`config.mk`:
```
export PLATFORM = sky130hd
export DESIGN_NAME = button_event_detector_core
export DESIGN_NICKNAME = d
export VERILOG_FILES = /design/src/rtl/bed_pkg.sv /design/src/rtl/bed_eval.sv /design/src/rtl/bed_group_fifo.sv /design/src/rtl/button_event_detector_core.sv
export SDC_FILE = /design/constraint.sdc
export NUM_CORES = 1
export LEC_CHECK = 0
export ABC_CLOCK_PERIOD_IN_PS = 16290
export BUFFER_PORTS_ARGS = -buffer_cell sky130_fd_sc_hd__clkbuf_2
export CORE_AREA = 8 8 289 207
export CTS_BUF_LIST = sky130_fd_sc_hd__clkbuf_8
export DETAILED_ROUTE_END_ITERATION = 16
export DIE_AREA = 0 0 297 215
export PLACE_DENSITY = 0.49
export SYNTH_ARGS = -nofsm -noshare
export SYNTH_HDL_FRONTEND = slang
export SYNTH_SLANG_ARGS = --single-unit
export TNS_END_PERCENT = 100
```
`constraint.sdc`:
```
create_clock -name clk -period 16.29 [get_ports clk]
set_clock_uncertainty 0.2 [all_clocks]
set_input_delay 2.4435 -clock clk [delete_from_list [all_inputs] [get_ports clk]]
set_output_delay 2.4435 -clock clk [all_outputs]
set_load 0.005 [all_outputs]
```
`src/rtl/bed_pkg.sv`:
```
`default_nettype none

package bed_pkg;

	typedef logic [2:0] kind_t;

	localparam kind_t EV_RELEASED = 3'd0;
	localparam kind_t EV_PRESSED  = 3'd1;
	localparam kind_t EV_DOUBLE   = 3'd2;
	localparam kind_t EV_SHORT    = 3'd3;
	localparam kind_t EV_LONG     = 3'd4;
	localparam kind_t EV_LONGEST  = 3'd5;

	localparam int OPT_PRESS    = 0;
	localparam int OPT_RELEASE  = 1;
	localparam int OPT_DOUBLE   = 2;
	localparam int OPT_SHORT    = 3;
	localparam int OPT_LONG     = 4;
	localparam int OPT_LONGEST  = 5;
	localparam int OPT_REPEAT   = 6;
	localparam int OPT_IDLE_LOW = 7;

	localparam logic [2:0] REG_TICK     = 3'd0;
	localparam logic [2:0] REG_DEBOUNCE = 3'd1;
	localparam logic [2:0] REG_HOLDOFF  = 3'd2;
	localparam logic [2:0] REG_DOUBLE   = 3'd3;
	localparam logic [2:0] REG_LONG     = 3'd4;
	localparam logic [2:0] REG_LONGEST  = 3'd5;
	localparam logic [2:0] REG_REPEAT   = 3'd6;
	localparam logic [2:0] REG_OPTIONS  = 3'd7;

	localparam logic [7:0]  RST_TICK     = 8'd5;
	localparam logic [7:0]  RST_DEBOUNCE = 8'd2;
	localparam logic [15:0] RST_HOLDOFF  = 16'd50;
	localparam logic [15:0] RST_DOUBLE   = 16'd300;
	localparam logic [15:0] RST_LONG     = 16'd1000;
	localparam logic [15:0] RST_LONGEST  = 16'd3000;
	localparam logic [15:0] RST_REPEAT   = 16'd200;
	localparam logic [7:0]  RST_OPTIONS  = 8'd3;
	localparam logic        RST_LEVEL    = 1'b1;
	localparam logic [31:0] RST_TIME     = 32'd1000;
	localparam logic [8:0]  RST_SETTLE   = 9'd3;

	typedef struct packed {
		logic [7:0]  tick_ms;
		logic [7:0]  debounce_count;
		logic [15:0] holdoff_ms;
		logic [15:0] double_ms;
		logic [15:0] long_ms;
		logic [15:0] longest_ms;
		logic [15:0] repeat_ms;
		logic [7:0]  options;
	} cfg_t;

	typedef struct packed {
		logic        sample_level;
		logic        stable_level;
		logic [31:0] check_time;
		logic [31:0] press_time;
		logic [31:0] change_time;
		logic [8:0]  settle_count;
		logic        double_seen;
		logic        repeat_on;
	} state_t;

	typedef struct packed {
		logic [1:0]       count;
		logic [2:0][2:0]  kind;
	} group_t;

endpackage

`default_nettype wire

```
`src/rtl/bed_eval.sv`:
```
`default_nettype none

module bed_eval (
	input  var bed_pkg::cfg_t   cfg,
	input  var bed_pkg::state_t st,
	input  wire  [31:0]         now_ms,
	input  wire                 pin_level,
	output bed_pkg::state_t     nx,
	output bed_pkg::group_t     group
);

	logic                  idle;
	logic                  mismatch;
	logic [31:0]           dt_tick;
	logic [31:0]           since_change;
	logic [31:0]           held;
	logic [1:0]            nb;
	logic [3:0]            cand_en;
	bed_pkg::kind_t [3:0]  cand_kind;
	logic [1:0]            cnt;

	assign idle         = ~cfg.options[bed_pkg::OPT_IDLE_LOW];
	assign dt_tick      = now_ms - st.check_time;
	assign since_change = now_ms - st.change_time;
	assign held         = now_ms - st.press_time;

	always_comb begin
		nx        = st;
		mismatch  = 1'b0;
		nb        = 2'd0;
		cand_en   = '0;
		cand_kind = '0;
		if (dt_tick > {24'd0, cfg.tick_ms}) begin
			nx.check_time = now_ms;
			if (st.sample_level != pin_level) begin
				mismatch        = 1'b1;
				nx.sample_level = pin_level;
				if (pin_level != idle) begin
					nx.press_time = now_ms;
				end
			end else if (st.settle_count < {1'b0, cfg.debounce_count}) begin
				nb = 2'd1;
			end else if (st.settle_count == {1'b0, cfg.debounce_count}) begin
				if (since_change > {16'd0, cfg.holdoff_ms} &&
				    st.sample_level != st.stable_level) begin
					if (st.sample_level == idle) begin
						cand_en[0]   = cfg.options[bed_pkg::OPT_RELEASE];
						cand_kind[0] = bed_pkg::EV_RELEASED;
						nx.repeat_on = 1'b0;
					end else begin
						cand_en[0]   = cfg.options[bed_pkg::OPT_PRESS];
						cand_kind[0] = bed_pkg::EV_PRESSED;
						if (cfg.options[bed_pkg::OPT_DOUBLE] &&
						    since_change < {16'd0, cfg.double_ms}) begin
							cand_en[1]     = 1'b1;
							cand_kind[1]   = bed_pkg::EV_DOUBLE;
							nx.double_seen = 1'b1;
							nb             = nb + 2'd1;
						end
					end
					nx.stable_level = st.sample_level;
					nx.change_time  = now_ms;
				end
				if (st.sample_level == idle && held < {16'd0, cfg.longest_ms}) begin
					if (cfg.options[bed_pkg::OPT_DOUBLE]) begin
						if (held > {16'd0, cfg.double_ms}) begin
							if (!st.double_seen && cfg.options[bed_pkg::OPT_SHORT] &&
							    held < {16'd0, cfg.long_ms}) begin
								cand_en[2]   = 1'b1;
								cand_kind[2] = bed_pkg::EV_SHORT;
							end
							nb             = nb + 2'd1;
							nx.double_seen = 1'b0;
						end
					end else if (cfg.options[bed_pkg::OPT_SHORT] &&
					             held < {16'd0, cfg.long_ms}) begin
						cand_en[2]   = 1'b1;
						cand_kind[2] = bed_pkg::EV_SHORT;
						nb           = nb + 2'd1;
					end
					if (cfg.options[bed_pkg::OPT_LONG] && held > {16'd0, cfg.long_ms}) begin
						cand_en[3]   = 1'b1;
						cand_kind[3] = bed_pkg::EV_LONG;
						nb           = nb + 2'd1;
					end
				end else if (st.sample_level != idle) begin
					if (held > {16'd0, cfg.longest_ms}) begin
						cand_en[2]   = cfg.options[bed_pkg::OPT_LONGEST];
						cand_kind[2] = bed_pkg::EV_LONGEST;
						if (cfg.options[bed_pkg::OPT_REPEAT]) begin
							nx.repeat_on = 1'b1;
						end
						nb = nb + 2'd1;
					end else if (held > {16'd0, cfg.long_ms}) begin
						if (cfg.options[bed_pkg::OPT_REPEAT]) begin
							cand_en[2]   = 1'b1;
							cand_kind[2] = bed_pkg::EV_SHORT;
							nx.repeat_on = 1'b1;
							nb           = nb + 2'd1;
						end
					end
				end
			end else if (st.sample_level != idle && st.repeat_on) begin
				if (held > {16'd0, cfg.repeat_ms}) begin
					cand_en[0]    = 1'b1;
					cand_kind[0]  = bed_pkg::EV_SHORT;
					nx.press_time = now_ms;
				end
			end
		end
		if (mismatch) begin
			nx.settle_count = '0;
		end else begin
			nx.settle_count = st.settle_count + {7'd0, nb};
		end
	end

	// Events are packed in order into the three result slots.
	always_comb begin
		group = '0;
		cnt   = 2'd0;
		for (int i = 0; i < 4; i++) begin
			if (cand_en[i] && cnt != 2'd3) begin
				group.kind[cnt] = cand_kind[i];
				cnt             = cnt + 2'd1;
			end
		end
		group.count = cnt;
	end

endmodule

`default_nettype wire

```
`src/rtl/bed_group_fifo.sv`:
```
`default_nettype none

module bed_group_fifo #(
	parameter int DEPTH = 2
) (
	input  wire             clk,
	input  wire             arst_n,
	input  wire             push,
	input  var bed_pkg::group_t push_data,
	input  wire             pop,
	output bed_pkg::group_t head,
	output logic            full,
	output logic            empty
);

	localparam int PW = (DEPTH > 1) ? $clog2(DEPTH) : 1;
	localparam int CW = $clog2(DEPTH + 1);
	localparam logic [PW-1:0] LAST = PW'(DEPTH - 1);
	localparam logic [CW-1:0] FULL_CNT = CW'(DEPTH);

	bed_pkg::group_t entry_q [DEPTH];
	logic [PW-1:0]   wr_ptr_q;
	logic [PW-1:0]   rd_ptr_q;
	logic [CW-1:0]   count_q;
	logic            do_push;
	logic            do_pop;

	assign full    = (count_q == FULL_CNT);
	assign empty   = (count_q == '0);
	assign do_push = push && !full;
	assign do_pop  = pop && !empty;
	assign head    = entry_q[rd_ptr_q];

	always_ff @(posedge clk) begin
		if (do_push) begin
			entry_q[wr_ptr_q] <= push_data;
		end
	end

	always_ff @(posedge clk or negedge arst_n) begin
		if (!arst_n) begin
			wr_ptr_q <= '0;
			rd_ptr_q <= '0;
			count_q  <= '0;
		end else begin
			if (do_push) begin
				wr_ptr_q <= (wr_ptr_q == LAST) ? '0 : wr_ptr_q + PW'(1);
			end
			if (do_pop) begin
				rd_ptr_q <= (rd_ptr_q == LAST) ? '0 : rd_ptr_q + PW'(1);
			end
			if (do_push && !do_pop) begin
				count_q <= count_q + CW'(1);
			end else if (do_pop && !do_push) begin
				count_q <= count_q - CW'(1);
			end
		end
	end

endmodule

`default_nettype wire

```
`src/rtl/button_event_detector_core.sv`:
```
// Debounce and event detection for one push button.
// Input channel: in_valid/in_stall with now_ms (free-running ms time) and
// pin_level. A request is taken at a clock edge with in_valid high and
// in_stall low. Each request is evaluated in the cycle it is accepted by one
// pass of compare and subtract logic, so a new request can enter every cycle
// while in_stall is low. Output channel: out_valid/out_stall with event_kind
// and last_of_run. The events of one request (up to three) leave one per
// cycle while out_stall is low, once their group reaches the queue head,
// with last_of_run on the final one. A request with no event outputs nothing.
// A small queue of GROUP_DEPTH event groups separates the sides; in_stall is
// high only while that queue is full, which happens when the receiver stalls
// or a request with several events is still draining.
// Configuration writes through cfg_we/cfg_index/cfg_data take effect at the
// next edge and should be done while no events are pending.
// Reset clears the queue, loads the default registers, sets the button state
// to the idle level, check and press times to 1000 ms, change time to 0.
`default_nettype none

module button_event_detector_core #(
	parameter int GROUP_DEPTH = 2
) (
	input  wire         clk,
	input  wire         arst_n,
	input  wire         cfg_we,
	input  wire  [2:0]  cfg_index,
	input  wire  [15:0] cfg_data,
	input  wire         in_valid,
	output logic        in_stall,
	input  wire  [31:0] now_ms,
	input  wire         pin_level,
	output logic        out_valid,
	input  wire         out_stall,
	output logic [2:0]  event_kind,
	output logic        last_of_run
);

	bed_pkg::cfg_t   cfg_q;
	bed_pkg::state_t state_q;
	bed_pkg::state_t state_nx;
	bed_pkg::group_t group;
	bed_pkg::group_t head;
	logic            full;
	logic            empty;
	logic            in_fire;
	logic            out_fire;
	logic            head_last;
	logic [1:0]      sub_q;

	bed_eval u_eval (
		.cfg       (cfg_q),
		.st        (state_q),
		.now_ms    (now_ms),
		.pin_level (pin_level),
		.nx        (state_nx),
		.group     (group)
	);

	bed_group_fifo #(
		.DEPTH (GROUP_DEPTH)
	) u_fifo (
		.clk       (clk),
		.arst_n    (arst_n),
		.push      (in_fire && group.count != 2'd0),
		.push_data (group),
		.pop       (out_fire && head_last),
		.head      (head),
		.full      (full),
		.empty     (empty)
	);

	assign in_stall    = full;
	assign in_fire     = in_valid && !in_stall;
	assign out_valid   = !empty;
	assign out_fire    = out_valid && !out_stall;
	assign head_last   = (sub_q == head.count - 2'd1);
	assign event_kind  = head.kind[sub_q];
	assign last_of_run = head_last;

	always_ff @(posedge clk or negedge arst_n) begin
		if (!arst_n) begin
			cfg_q.tick_ms        <= bed_pkg::RST_TICK;
			cfg_q.debounce_count <= bed_pkg::RST_DEBOUNCE;
			cfg_q.holdoff_ms     <= bed_pkg::RST_HOLDOFF;
			cfg_q.double_ms      <= bed_pkg::RST_DOUBLE;
			cfg_q.long_ms        <= bed_pkg::RST_LONG;
			cfg_q.longest_ms     <= bed_pkg::RST_LONGEST;
			cfg_q.repeat_ms      <= bed_pkg::RST_REPEAT;
			cfg_q.options        <= bed_pkg::RST_OPTIONS;
		end else if (cfg_we) begin
			case (cfg_index)
				bed_pkg::REG_TICK:     cfg_q.tick_ms        <= cfg_data[7:0];
				bed_pkg::REG_DEBOUNCE: cfg_q.debounce_count <= cfg_data[7:0];
				bed_pkg::REG_HOLDOFF:  cfg_q.holdoff_ms     <= cfg_data;
				bed_pkg::REG_DOUBLE:   cfg_q.double_ms      <= cfg_data;
				bed_pkg::REG_LONG:     cfg_q.long_ms        <= cfg_data;
				bed_pkg::REG_LONGEST:  cfg_q.longest_ms     <= cfg_data;
				bed_pkg::REG_REPEAT:   cfg_q.repeat_ms      <= cfg_data;
				bed_pkg::REG_OPTIONS:  cfg_q.options        <= cfg_data[7:0];
				default: begin
				end
			endcase
		end
	end

	always_ff @(posedge clk or negedge arst_n) begin
		if (!arst_n) begin
			state_q.sample_level <= bed_pkg::RST_LEVEL;
			state_q.stable_level <= bed_pkg::RST_LEVEL;
			state_q.check_time   <= bed_pkg::RST_TIME;
			state_q.press_time   <= bed_pkg::RST_TIME;
			state_q.change_time  <= '0;
			state_q.settle_count <= bed_pkg::RST_SETTLE;
			state_q.double_seen  <= 1'b0;
			state_q.repeat_on    <= 1'b0;
		end else if (in_fire) begin
			state_q <= state_nx;
		end
	end

	always_ff @(posedge clk or negedge arst_n) begin
		if (!arst_n) begin
			sub_q <= '0;
		end else if (out_fire) begin
			sub_q <= head_last ? 2'd0 : sub_q + 2'd1;
		end
	end

endmodule

`default_nettype wire

```
After elaboration in Yosys (flattened, before gate mapping)
Memories as Yosys holds them, arrays and structs flattened.
Index checks and enable logic that the tools add are counted.
{"block": "word_totals", "ff_bits": 219, "mem_bits_rw": 22, "input_bits": 57, "output_inout_bits": 6, "word_cells": 242, "n_memories": 1}
{"name": "u_fifo.entry_q", "depth": 2, "width": 11, "read_ports": 1, "rd_ports_with_merged_regs": 0, "wr": 1, "line": "bed_group_fifo.sv:21", "source": "bed_pkg::group_t entry_q [DEPTH];"}
{"block": "op_classes", "n_addsub": 15, "n_lt_le_gt_ge": 17, "eq_ne": 21, "n_mux": 118, "n_bitwise": 3, "reduce_logical": 47}
{"op": "two-way mux 32 bit", "n": 7}
{"op": "> comparator 32 x 16 -> 1 bit", "n": 5}
{"op": "less-than comparator 32 x 16 -> 1 bit", "n": 3}
{"op": "subtractor 32 bit", "n": 3}
{"op": "two-way mux 2 bit", "n": 40}
{"op": "two-way mux 64 bit", "n": 1}
{"op": "two-way mux 9 bit", "n": 5}
{"op": "two-way mux 3 bit", "n": 14}
{"op": "two-way mux 1 bit", "n": 37}
{"op": "two-way mux 12 bit", "n": 3}
{"op": "> comparator 32 x 8 -> 1 bit", "n": 1}
{"op": "bitwise mux 9 bit", "n": 3}
{"op": "logical AND 1 bit", "n": 22}
{"op": "demux 3 bit (select 2 bit)", "n": 3}
{"op": "AND reduction 2 bit", "n": 9}
{"op": "adder 2 x 1 -> 2 bit (second input constant)", "n": 6}
{"op": "equality test 3 bit (second input constant)", "n": 4}
{"op": "two-way mux 4 bit", "n": 3}
{"op": "adder 9 x 2 -> 9 bit", "n": 1}
{"op": "equality test 9 x 8 -> 1 bit", "n": 1}
{"op": "less-than comparator 2 x 3 -> 1 bit (second input constant)", "n": 3}
{"op": "less-than comparator 9 x 8 -> 1 bit", "n": 1}
{"op": "nonzero test 2 bit", "n": 4}
{"op": "AND reduction 7 bit", "n": 1}
{"op": "24 further kinds", "n": 41}

Depth between registers and ports, before layout
Gate-level depths: netlist (run 1).
{"block": "depth", "ltp_word": 28, "depth_mapped": 44, "mapped_depth_nobuf": 44}

Modules after synthesis
A second synthesis (run 1) with hierarchy kept.
{"block": "unflattened", "hier_cells": 2117, "area_unflattened_um2": 20599.8}
{"mod": "bed_eval", "instances": 1, "cells_each": 1577, "area_each_um2": 11333.4, "seq_area_each_um2": 0.0}
{"mod": "button_event_detector_core", "instances": 1, "cells_each": 487, "area_each_um2": 8264.2, "seq_area_each_um2": 5435.2}
{"mod": "bed_group_fifo", "instances": 1, "cells_each": 53, "area_each_um2": 1002.2, "seq_area_each_um2": 760.7}

Least setup slack after synthesis (run 1)
Ideal clock, no wire load.
{"block": "synth_timing", "path_kind": "input-to-reg", "startpoint": "input port now_ms[0]", "endpoint": "memory u_fifo.entry_q[1][0] in the netlist's numbering (enable)", "setup_time_ps": 378, "arrival_ps": 9119, "required_ps": 15712, "setup_slack_ps": 6593, "cell_stages": 39, "n_path_buf": 1, "cell_sequence": "inv_1 > ha_1 > fa_1 > nand2b_1 > a21boi_0 > o21ai_0 > nand2b_1 > a21oi_1 > nor2b_1 > o21ai_0 > nand2b_1 > a21oi_1 > o21bai_1 > xor2_1 > ha_1 > a21oi_1 > nor2b_1 > o21ai_0 > [3 not listed] > o21ai_0 > and4b_1 > nand3_1 > nor4_2 > nand2_1 > inv_1 > ha_1 > a21oi_1 > nand3_1 > nor4_4 > mux2i_1 > inv_1 > ha_1 > nor2b_1 > and4_1 > clkbuf_1 > o221ai_4 > nor2_1"}
{"block": "synth_via", "elab_chain_len": 23, "word_cells_on_any_way": 56, "classes_between": "6 x add/sub; 9 x order compare; 3 x eq/ne; 26 x mux; 12 x reduce/logical"}
{"item": "start, declared", "line": "button_event_detector_core.sv:29", "source": "input wire [31:0] now_ms,"}
{"item": "subtractor 32 bit, on equally long branches", "line": "bed_eval.sv:25, bed_eval.sv:24"}
{"item": "> comparator 32 x 16 -> 1 bit, or another cell as far along", "line": "bed_eval.sv:104", "source": "if (held > {16'd0, cfg.repeat_ms}) begin"}
{"item": "two-way mux 1 bit, or another cell as far along", "line": "bed_eval.sv:104"}
{"item": "two-way mux 1 bit, or another cell as far along", "line": "bed_eval.sv:103", "source": "end else if (st.sample_level != idle && st.repeat_on) begin"}
{"item": "two-way mux 1 bit, on equally long branches", "line": "bed_eval.sv:43, bed_eval.sv:46"}
{"item": "two-way mux 4 bit / two-way mux 2 bit (equally long branches)", "line": "bed_eval.sv:41, bed_eval.sv:44"}
{"item": "two-way mux 4 bit / two-way mux 3 bit (equally long branches)", "line": "bed_eval.sv:35, bed_eval.sv:43"}
{"item": "two-way mux 4 bit (*)", "line": "bed_eval.sv:33", "source": "if (dt_tick > {24'd0, cfg.tick_ms}) begin"}
{"item": "parallel branches: the longest is 9 deep, another holds adder 2 x 1 -> 2 bit"}
{"item": "two-way mux 2 bit (*)", "line": "bed_eval.sv:123", "source": "if (cand_en[i] && cnt != 2'd3) begin"}
{"item": "nonzero test 2 bit (*)", "line": "button_event_detector_core.sv:63", "source": ".push (in_fire && group.count != 2'd0),"}
{"item": "logical AND 1 bit (*)", "line": "button_event_detector_core.sv:63"}
{"item": "logical AND 1 bit (*)", "line": "bed_group_fifo.sv:30", "source": "assign do_push = push && !full;"}
{"item": "two-way mux 1 bit (*)", "line": "bed_group_fifo.sv:35", "source": "if (do_push) begin"}
{"item": "two-way mux 1 bit (implied by the code) (*)", "line": "bed_group_fifo.sv:36", "source": "entry_q[wr_ptr_q] <= push_data;"}
{"item": "end, declared", "line": "bed_group_fifo.sv:21"}
Every way passes the cells marked *.

Worst setup path after layout (run 1)
{"block": "layout_timing", "startpoint": "input port now_ms[0]", "endpoint": "memory u_fifo.entry_q[0][1] in the netlist's numbering (enable)"}
The elaborated chain is that of the path after synthesis.

==> run summary, run 1 <==
Yosys warnings: 0
Core Region: 55720 um2
final worst-path cycle share: 0.6436
adder-cell area share of the yosys netlist: 0.1463
clock root cell: sky130_fd_sc_hd__clkbuf_8
number of ports placed on the die boundary: 63
capture point of the worst reg-to-reg path: u_fifo.entry_q[0][1]$_DFFE_PP_
area growth from synthesis to layout: 10.79%
share of synthesized area spent on multiplexers: 0.07277
Synth async-reset ratio: 0.9087
share of Yosys cell area claimed by the top area cell type: 0.2282
Synth area leader: sky130_fd_sc_hd__dfrtp_1
Detailed Routing Iterations Pass 1: 6
clock-pin slew reported for the worst setup and hold paths after clock tree synthesis: 50 ps
die area: 63860 um2
antenna violations before repair: 2
GP Congestion: 0.9087
Power per Cell Area: 145.4 nW/um2
highest fanout seen on the critical path: 11
number of buffers inserted for hold repair after clock tree synthesis: 0
Min-Delay Path Depth: 1
number of standard cells after synthesis: 2186
sequential-to-total area share from yosys stat: 0.3229
Distinct cells, synth: 100
Synth Area in Simple Gates: 0.1587
nets@finish: 2509
max incr delay on CP: 720 ps
slack of the worst reg-to-reg path: 7410 ps
Leakage Power: 9.861 nW
share of cells above drive strength 1: 0.1521
std cell rows: 73
post-layout minimum cycle time: 10480 ps
Die Height: 215 um
count of max-cap constraint violations: 0
largest net degree at the start of global routing: 86
sum of negative setup slack: 0 ps
max_slew headroom: 0.1978
worst hold endpoint: u_fifo.count_q[1]$_DFFE_PN0P_
average cell area after synthesis: 8.778 um2
ANT cells: 0
clock insertion delay at the later pin of the skew report: 650 ps
slowest stage cell, crit path: sky130_fd_sc_hd__nor2_1
total design power: 0.003091 W
class of the most critical hold timing path: reg -> reg
post-detailed-routing wire length: 59.27 mm
total number of H-tree levels: 2
routed vias/inst: 5.379
signal arrival time at the worst endpoint: 10520 ps
Congestion Overflow GR: 0
global-route wire length before repair: 92.05 mm
peak supply drop: 0.00005699 V
max-slew violations: 0
compound-gate portion of the synthesized area: 0.1995
number of CTS-inserted buffers: 47
# setup viols final: 0
Global Route Usage Sum: 0.1797
Reg2Reg Launch Point: state_q[46]$_DFFE_PN1P_
number of flops mapped to enable cells by yosys: 22
DRT iter0 DRCs: 1256
clock tree sinks: 241
critical path data required time: 16320 ps
synthesized net count: 2465
synth top area cells: sky130_fd_sc_hd__dfrtp_1, sky130_fd_sc_hd__ha_1, sky130_fd_sc_hd__dfstp_2
Worst Tran Pin Value: 1197 ps
combinational family with the most area after synthesis: compound AO/OA/AOI/OAI gates
status: completed
final hold violation count: 0
worst setup path category: in -> reg
DRC errors left: 0
hold wc startpoint: u_fifo.count_q[1]$_DFFE_PN0P_
number of vias after detailed routing: 16230
setup fix buffers added after clock tree synthesis: 0
post-route ant nets: 0
TritonCTS clock tree: built
starting utilization of the core area: 0.3444
type of element capturing the critical path: flop
worst-case clock buffer depth: 3
Critical Path Start Type: input pin
post-DR wirelength/cell: 19.64 um
worst reg-to-reg path cell count: 34
xor/xnor share of the synthesized area: 0.03645
via count of the first global-routing pass: 15400
unrepaired setup endpoints after global routing: false
CTS resizes: 0
Synth Register Bits: 241
Highest Clock Rate: 95.38 MHz
worst setup path startpoint: now_ms[0]
half-perimeter wire length after detailed placement: 46.18 mm
Synth Flop Type: sky130_fd_sc_hd__dfrtp_1
Critical Path Most Common Cell: sky130_fd_sc_hd__a21oi_1
Cell Area, Synth: 19190 um2
Port Buffers: 62
Die Wd: 297 um
[critical path: cells and delay by family]
kind	cells	cell delay (ps)
buffers and inverters	4	460
xor gates and xnor gates	1	270
and+or+nand+nor	16	3710
adders and majority gates	5	1460
AOI/OAI and AO/OA	12	1770
muxes	1	370
[cell type report]
class / instances / area, um2
Fill cell: 5772 / 34460
Multi-Input combinational cell: 1635 / 11810
Sequential cell: 241 / 6196
Tap cell: 750 / 938.4
Inverter: 232 / 870.8
Clock buffer: 61 / 839.6
Timing Repair Buffer: 73 / 402.9
Clock inverter: 26 / 200.2
[per-layer routing]
layer | part of all wire | GRT usage | vias up
met3 | 0.067 | 0.04328 | 80
met2 | 0.39 | 0.2445 | 425
met1 | 0.53 | 0.2799 | 7803
met5 | 0.00015 | 0 | -
met4 | 0.017 | 0.03818 | 2
li1 | - | - | 7923
[kinds of logic (layout without fill, tap and decap cells)]
group	after synthesis	count (layout)
DFF	241	241
xor gates and xnor gates	79	79
adders and majority gates	222	222
muxes	123	123
and+or+nand+nor	607	607
AOI/OAI and AO/OA	604	604
buffers and inverters	310	392
[placed cells by master, fill, tap and decap left out, drive strengths merged, types with 13 or more instances in the layout]
cell / count
inv: 241
nand2: 229
ha: 218
o21ai: 199
dfrtp: 175
a21oi: 151
clkbuf: 122
nor2: 104
mux2: 99
a21o: 54
xnor2: 50
dfstp: 44
nand3: 40
nand4: 39
nor3: 34
nand2b: 29
xor2: 29
o21a: 26
nor2b: 26
o211ai: 23
edfxtp: 22
mux2i: 21
and3: 17
o21bai: 15
a31oi: 15
and4: 14
nor4: 14
a211oi: 13
clkinv: 13
[sequential cells by signal, indices dropped and copies added (netlist names)]
name             count
u_fifo.rd_ptr_q      1
u_fifo.entry_q      22
sub_q                2
u_fifo.wr_ptr_q      1
u_fifo.count_q       2
state_q            109
cfg_q              104
[cell usage after synthesis, types with 8 or more instances]
cell type,instances
sky130_fd_sc_hd__nand2_1,228
sky130_fd_sc_hd__and2_1,10
sky130_fd_sc_hd__nor2b_1,26
sky130_fd_sc_hd__nand4_1,38
sky130_fd_sc_hd__clkbuf_1,48
sky130_fd_sc_hd__o22ai_1,9
sky130_fd_sc_hd__nor2_1,104
sky130_fd_sc_hd__buf_2,27
sky130_fd_sc_hd__xor2_1,29
sky130_fd_sc_hd__o211ai_1,22
sky130_fd_sc_hd__a21boi_0,8
sky130_fd_sc_hd__xnor2_1,49
sky130_fd_sc_hd__nor3_1,33
sky130_fd_sc_hd__a211oi_1,12
sky130_fd_sc_hd__nand3_1,40
sky130_fd_sc_hd__mux2_2,95
sky130_fd_sc_hd__or3_1,9
sky130_fd_sc_hd__dfstp_2,44
sky130_fd_sc_hd__a31oi_1,15
sky130_fd_sc_hd__nor4_1,10
sky130_fd_sc_hd__o31ai_1,12
sky130_fd_sc_hd__o21a_1,26
sky130_fd_sc_hd__inv_1,232
sky130_fd_sc_hd__mux2i_1,21
sky130_fd_sc_hd__a21oi_1,147
sky130_fd_sc_hd__a21o_1,54
sky130_fd_sc_hd__o21ai_1,38
sky130_fd_sc_hd__o21bai_1,15
sky130_fd_sc_hd__nand2b_1,29
sky130_fd_sc_hd__edfxtp_1,22
sky130_fd_sc_hd__o21ai_0,160
sky130_fd_sc_hd__ha_1,218
sky130_fd_sc_hd__dfrtp_1,175
sky130_fd_sc_hd__and3_1,15
sky130_fd_sc_hd__and4_1,13
[metrics by stage]
stage	hold WS, ps	instances	setup WS, ps	cell area [um2]	utilization
global route	317.4	3018	4971	21260	0.3816
global placement	280.1	2931	5499	20220	0.3629
detailed placement	284.2	2931	5213	20220	0.3629
finish	291.3	3018	5805	21260	0.3816
floorplan	256.6	2186	6593	19190	-
CTS	291.5	3018	5834	21260	0.3816
[worst max-delay path by stage]
stage                                           endpoint  slack, ps  cells past startpoint
after floorplan           u_fifo.entry_q[1][0]$_DFFE_PP_       6590                     39
after global placement    u_fifo.entry_q[0][0]$_DFFE_PP_       5500                     39
after detailed placement  u_fifo.entry_q[0][3]$_DFFE_PP_       5210                     39
after CTS                 u_fifo.entry_q[0][3]$_DFFE_PP_       5830                     39
after global routing      u_fifo.entry_q[0][8]$_DFFE_PP_       4970                     39
final                     u_fifo.entry_q[0][1]$_DFFE_PP_       5810                     39
[power by group]
| group | switching [W] | internal [W] | total [W] |
|---|---|---|---|
| clock network | 0.000299 | 0.000373 | 0.000672 |
| registers | 0.0000544 | 0.000730 | 0.000784 |
| logic | 0.000993 | 0.000642 | 0.00163 |
Note: power is estimated with default switching activity, not from simulation.
==> inputs of run 2 (changes only) <==
--- a/config.mk
+++ b/config.mk
@@ -5,7 +5,7 @@
 export SDC_FILE = /design/constraint.sdc
 export NUM_CORES = 1
 export LEC_CHECK = 0
-export ABC_CLOCK_PERIOD_IN_PS = 16290
+export ABC_CLOCK_PERIOD_IN_PS = 10300
 export BUFFER_PORTS_ARGS = -buffer_cell sky130_fd_sc_hd__clkbuf_2
 export CORE_AREA = 8 8 289 207
 export CTS_BUF_LIST = sky130_fd_sc_hd__clkbuf_8
==> constraint.sdc (replaced) <==
create_clock -name clk -period 10.3 [get_ports clk]
set_clock_uncertainty 0.2 [all_clocks]
set_input_delay 1.545 -clock clk [delete_from_list [all_inputs] [get_ports clk]]
set_output_delay 1.545 -clock clk [all_outputs]
set_load 0.005 [all_outputs]
==> run summary, run 2 (same netlist as run 1, synthesis figures left out) <==
Power per Cell Area: 228.6 nW/um2
die area: 63860 um2
clock root cell: sky130_fd_sc_hd__clkbuf_8
critical path data required time: 10330 ps
setup fix buffers added after clock tree synthesis: 0
number of vias after detailed routing: 16270
largest register by flop count: state_q
final setup margin: 952.4 ps
worst reg-to-reg path cell count: 34
starting utilization of the core area: 0.3444
Die Wd: 297 um
number of CTS-inserted buffers: 46
largest registers: state_q: 109 flops, cfg_q: 104 flops, u_fifo.entry_q: 22 flops
final hold violation count: 0
flip-flop count of the largest register after layout: 109
post-layout minimum cycle time: 9348 ps
capture point of the worst reg-to-reg path: u_fifo.entry_q[1][6]$_DFFE_PP_
leading cell type in the layout, fill and taps excluded: sky130_fd_sc_hd__inv_1
count of max-cap constraint violations: 0
Die Height: 215 um
final core utilization: 0.3808
highest fanout seen on the critical path: 11
slowest stage cell, crit path: sky130_fd_sc_hd__nor2_1
max-slew violations: 0
worst setup path startpoint: now_ms[0]
total number of H-tree levels: 2
signal arrival time at the worst endpoint: 9380 ps
number of ports placed on the die boundary: 63
Global Route Usage Sum: 0.1827
DRT iter0 DRCs: 1246
max incr delay on CP: 760 ps
final worst-path cycle share: 0.9075
Port Buffers: 62
unrepaired setup endpoints after global routing: false
clock insertion delay at the later pin of the skew report: 670 ps
Critical Path Start Type: input pin
nets@finish: 2520
via count of the first global-routing pass: 15560
ANT cells: 0
half-perimeter wire length after detailed placement: 47.18 mm
Highest Clock Rate: 107.0 MHz
antenna violations before repair: 2
worst-case clock buffer depth: 3
largest net degree at the start of global routing: 94
slack of the worst reg-to-reg path: 1620 ps
post-DR wirelength/cell: 19.88 um
Critical Path Most Common Cell: sky130_fd_sc_hd__a21oi_1
post-route ant nets: 0
Leakage Power: 9.884 nW
commonest cells after routing, fill and taps aside: sky130_fd_sc_hd__inv_1, sky130_fd_sc_hd__nand2_1, sky130_fd_sc_hd__ha_1
number of buffers inserted for hold repair after clock tree synthesis: 0
TritonCTS clock tree: built
post-detailed-routing wire length: 60.15 mm
area growth from synthesis to layout: 10.56%
number of filler instances in the final layout: 5721
total design power: 0.004849 W
setup slack after placement: 361.1 ps
DRC errors left: 0
sum of negative setup slack: 0 ps
Detailed Routing Iterations Pass 1: 5
CTS resizes: 0
# setup viols final: 0
routed vias/inst: 5.377
type of element capturing the critical path: flop
status: completed
Setup crit end: u_fifo.entry_q[1][6]$_DFFE_PP_
std cell rows: 73
max_slew headroom: 0.2521
GP Congestion: 0.9528
Congestion Overflow GR: 0
Worst Tran Pin Value: 1116 ps
Hold Worst Slack: 290.0 ps
peak supply drop: 0.0001133 V
share of cells above drive strength 1: 0.1516
Core Region: 55720 um2
global-route wire length before repair: 93.43 mm
clock-pin slew reported for the worst setup and hold paths after clock tree synthesis: 60 ps
class of the most critical hold timing path: reg -> reg
Reg2Reg Launch Point: state_q[46]$_DFFE_PN1P_
clock tree sinks: 241
worst setup path category: in -> reg
==> run 2: critical path: cells and delay by family <==
family	cells	cell delay (ps)
AO/OA/AOI/OAI	12	2430
XOR/XNOR	1	210
adder cells (fa/ha/maj)	5	1510
buffers and inverters	4	430
multiplexers	1	360
AND/OR/NAND/NOR	9	2930
==> run 2: power by group <==
part | switching, W | total [W] | internal (W) | leakage, nW
clock | 0.000461 | 0.000962 | 0.000501 | 0.531
sequential | 0.0000858 | 0.00124 | 0.00115 | 2.70
combinational | 0.00159 | 0.00265 | 0.00106 | 6.65
total | 0.00214 | 0.00485 | 0.00271 | 9.88
==> run 2: worst min-delay path by stage <==
stage	startpoint	to	cells past startpoint
floorplan	u_fifo.count_q[1]$_DFFE_PN0P_	u_fifo.count_q[1]$_DFFE_PN0P_	1
global placement	u_fifo.count_q[1]$_DFFE_PN0P_	u_fifo.count_q[1]$_DFFE_PN0P_	1
detailed placement	u_fifo.count_q[1]$_DFFE_PN0P_	u_fifo.count_q[1]$_DFFE_PN0P_	1
CTS	u_fifo.count_q[1]$_DFFE_PN0P_	u_fifo.count_q[1]$_DFFE_PN0P_	1
global route	state_q[73]$_DFFE_PN0P_	state_q[73]$_DFFE_PN0P_	1
finish	u_fifo.count_q[1]$_DFFE_PN0P_	u_fifo.count_q[1]$_DFFE_PN0P_	1
==> run 2: layer usage <==
layer	vias up	GRT usage	share of wire
met3	80	0.04047	0.064
li1	7936	-	-
met5	-	0	0
met1	7823	0.2870	0.53
met4	0	0.04190	0.018
met2	427	0.2472	0.39
==> run 2: final cells by class <==
class,instances,area (um2),share of cell area
Timing Repair Buffer,85,493.0,0.02324
Tap cell,750,938.4,0.04423
Multi-Input combinational cell,1635,11810,0.5567
Sequential cell,241,6196,0.2921
Clock buffer,53,729.5,0.03438
Inverter,232,870.8,0.04105
Clock inverter,29,176.4,0.008316
==> run 2: stage by stage <==
step           std cells  cell area, um2
2_1_floorplan       2186           19190
3_3_place_gp        2943           20310
3_5_place_dp        2943           20310
4_1_cts             3025           21220
5_1_grt             3025           21220
6_report            3025           21220
==> inputs of run 3 (changes only) <==
--- a/config.mk
+++ b/config.mk
@@ -5,12 +5,13 @@
 export SDC_FILE = /design/constraint.sdc
 export NUM_CORES = 1
 export LEC_CHECK = 0
+export ABC_AREA = 1
 export ABC_CLOCK_PERIOD_IN_PS = 10300
 export BUFFER_PORTS_ARGS = -buffer_cell sky130_fd_sc_hd__clkbuf_2
-export CORE_AREA = 8 8 289 207
+export CORE_AREA = 8 8 296 212
 export CTS_BUF_LIST = sky130_fd_sc_hd__clkbuf_8
 export DETAILED_ROUTE_END_ITERATION = 16
-export DIE_AREA = 0 0 297 215
+export DIE_AREA = 0 0 304 220
 export PLACE_DENSITY = 0.49
 export SYNTH_ARGS = -nofsm -noshare
 export SYNTH_HDL_FRONTEND = slang
==> run summary, run 3 <==
Synth Flop Type: sky130_fd_sc_hd__dfrtp_1
die area: 66880 um2
Port Buffers: 62
final worst-path cycle share: 0.7724
number of vias after detailed routing: 18690
Die Height: 220 um
Die Wd: 304 um
starting utilization of the core area: 0.3471
synthesized net count: 3246
antenna violations before repair: 2
TritonCTS clock tree: built
worst hold endpoint: state_q[0]$_DFFE_PN0P_
count of max-cap constraint violations: 0
average cell area after synthesis: 6.770 um2
Min-Delay Path Depth: 2
unrepaired setup endpoints after global routing: false
largest registers: state_q: 109 flops, cfg_q: 104 flops, u_fifo.entry_q: 22 flops
DRC errors left: 0
worst-case clock buffer depth: 3
most instantiated library cell after synthesis: sky130_fd_sc_hd__nand2_1
DRT iter0 DRCs: 1372
setup slack after placement: 1680 ps
hold wc startpoint: state_q[0]$_DFFE_PN0P_
leading cell type in the layout, fill and taps excluded: sky130_fd_sc_hd__nand2_1
ANT cells: 0
final core utilization: 0.3838
CP Buf/Inv Count: 5
number of ports placed on the die boundary: 63
number of standard cells after synthesis: 2967
sequential-to-total area share from yosys stat: 0.3085
post-route standard cell area excluding fillers: 22210 um2
worst setup path category: in -> reg
Switching Fraction: 0.4843
number of filler instances in the final layout: 6241
class of the most critical hold timing path: reg -> reg
clock insertion delay at the later pin of the skew report: 650 ps
post-DR wirelength/cell: 16.90 um
Distinct cells, synth: 59
Reg2Reg Launch Point: state_q[51]$_DFFE_PN1P_
# setup viols final: 0
routed vias/inst: 4.874
non-filler cells, final: 3834
cell family with the largest share of critical-path delay: simple AND/OR/NAND/NOR gates
peak supply drop: 0.0001071 V
slack of the worst reg-to-reg path: 3100 ps
largest register by flop count: state_q
flip-flop count of the largest register after layout: 109
area growth from synthesis to layout: 10.57%
Pint: 0.002929 W
max_slew headroom: 0.2589
final setup margin: 2345 ps
part of the total power dissipated in the clock network: 0.187
clock tree sinks: 241
commonest cells after routing, fill and taps aside: sky130_fd_sc_hd__nand2_1, sky130_fd_sc_hd__inv_1, sky130_fd_sc_hd__ha_1
post-detailed-routing wire length: 64.79 mm
share of Yosys cell area claimed by the top area cell type: 0.2180
post-layout minimum cycle time: 7955 ps
max-slew violations: 0
setup fix buffers added after clock tree synthesis: 0
type of element capturing the critical path: flop
synth top area cells: sky130_fd_sc_hd__dfrtp_1, sky130_fd_sc_hd__nand2_1, sky130_fd_sc_hd__ha_1
Synth async-reset ratio: 0.9087
slowest stage cell, crit path: sky130_fd_sc_hd__nor2_1
nets@finish: 3316
Power per Cell Area: 255.7 nW/um2
total number of H-tree levels: 2
clock root cell: sky130_fd_sc_hd__clkbuf_8
Global Route Usage Sum: 0.1909
NetSw: 0.002751 W
via count of the first global-routing pass: 17820
global-route wire length before repair: 101.2 mm
placed instance area: 21190 um2
Detailed Routing Iterations Pass 1: 6
Cell Area, Synth: 20090 um2
sum of negative setup slack: 0 ps
portion of total power attributed to sequential cells: 0.236
GP Congestion: 0.9266
Highest Clock Rate: 125.7 MHz
max incr delay on CP: 680 ps
Core Region: 57870 um2
critical path data required time: 10370 ps
highest fanout seen on the critical path: 11
Critical Path Start Type: input pin
final hold violation count: 0
std cell rows: 74
top cells by instance count after synthesis: sky130_fd_sc_hd__nand2_1, sky130_fd_sc_hd__inv_1, sky130_fd_sc_hd__ha_1
part of the total power dissipated in combinational logic: 0.577
Congestion Overflow GR: 0
Placed Instances: 3749
clock-pin slew reported for the worst setup and hold paths after clock tree synthesis: 60 ps
Critical Path Most Common Cell: sky130_fd_sc_hd__nand2_1
status: completed
Yosys warnings: 0
Synth area leader: sky130_fd_sc_hd__dfrtp_1
Worst Tran Pin Value: 1108 ps
CTS resizes: 0
signal arrival time at the worst endpoint: 8030 ps
half-perimeter wire length after detailed placement: 53.41 mm
Leakage Power: 11.91 nW
share of cells above drive strength 1: 0.07677
Synth Register Bits: 241
capture point of the worst reg-to-reg path: u_fifo.entry_q[1][0]$_DFFE_PP_
largest net degree at the start of global routing: 92
number of flops mapped to enable cells by yosys: 22
post-route ant nets: 0
number of CTS-inserted buffers: 46
worst reg-to-reg path cell count: 37
number of buffers inserted for hold repair after clock tree synthesis: 0
-- run 3: changes by cell type after synthesis, sizes merged, moves of 68 or more --
cell | previous run | this run
nand3 | 40 | 151
inv | 232 | 598
nor2 | 104 | 203
o21ai | 199 | 267
nand2 | 229 | 895
mux2 | 99 | 0
-- run 3: stage by stage --
step	total power, W	hold slack (ps)
3_5_place_dp	0.004599	266.2
4_1_cts	0.005710	280.5
5_1_grt	0.006271	294.7
2_1_floorplan	0.003666	241.9
3_3_place_gp	0.004555	258.4
6_report	0.005680	279.4
-- run 3: worst max-delay path by stage --
stage,slack [ps],from,endpoint,cells past startpoint
global placement,2040,now_ms[0],u_fifo.entry_q[1][4]$_DFFE_PP_,38
floorplan,3110,now_ms[0],u_fifo.entry_q[1][0]$_DFFE_PP_,39
detailed placement,1680,now_ms[0],u_fifo.entry_q[1][7]$_DFFE_PP_,38
CTS,2380,now_ms[0],u_fifo.entry_q[1][4]$_DFFE_PP_,38
global route,1790,now_ms[0],u_fifo.entry_q[1][4]$_DFFE_PP_,38
finish,2340,now_ms[0],u_fifo.entry_q[1][0]$_DFFE_PP_,38
-- run 3: worst reg2reg max path, delay by kind of cell (launching register included) --
| kind | cells | cell delay, ps |
|---|---|---|
| AOI/OAI and AO/OA | 5 | 800 |
| buffers and inverters | 5 | 380 |
| DFF | 1 | 510 |
| and+or+nand+nor | 22 | 3080 |
| xor gates and xnor gates | 1 | 470 |
| adders and majority gates | 4 | 1440 |
-- run 3: routing by layer --
layer	global-route usage	share of wire	up-vias
met5	0	0	-
met4	0.04617	0.020	0
met3	0.04392	0.074	82
met2	0.2654	0.38	461
met1	0.2917	0.53	8627
li1	-	-	9517
-- run 3: logic make-up (layout without fill, tap and decap cells) --
| kind of cell | count (synthesis) | after routing | synth area share |
|---|---|---|---|
| flops | 241 | 241 | 0.3085 |
| compound gates | 446 | 446 | 0.1185 |
| simple gates | 1353 | 1353 | 0.2842 |
| buf+inv | 645 | 752 | 0.1228 |
| mux | 1 | 1 | 0.0004983 |
| fa+ha+maj | 222 | 222 | 0.1398 |
| xor+xnor | 59 | 59 | 0.02573 |
-- run 3: cell type report --
| class | count | area, um2 | area share |
|---|---|---|---|
| multi-input cells | 2081 | 11440 | 0.5149 |
| clock buffers | 56 | 770.7 | 0.03470 |
| inverters | 600 | 2252 | 0.1014 |
| clock inverters | 29 | 246.5 | 0.01110 |
| repair buffers | 67 | 357.8 | 0.01611 |
| flip-flops and latches | 241 | 6196 | 0.2790 |
| well taps | 760 | 950.9 | 0.04281 |
-- run 3: power groups by stage --
stage / Sequential [W] / Clock [W] / Combinational, W
CTS: 0.00134 / 0.00110 / 0.00326
detailed placement: 0.00136 / 0 / 0.00324
finish: 0.00134 / 0.00106 / 0.00328
global placement: 0.00136 / 0 / 0.00320
floorplan: 0.00131 / 0 / 0.00236
global route: 0.00137 / 0.00114 / 0.00376
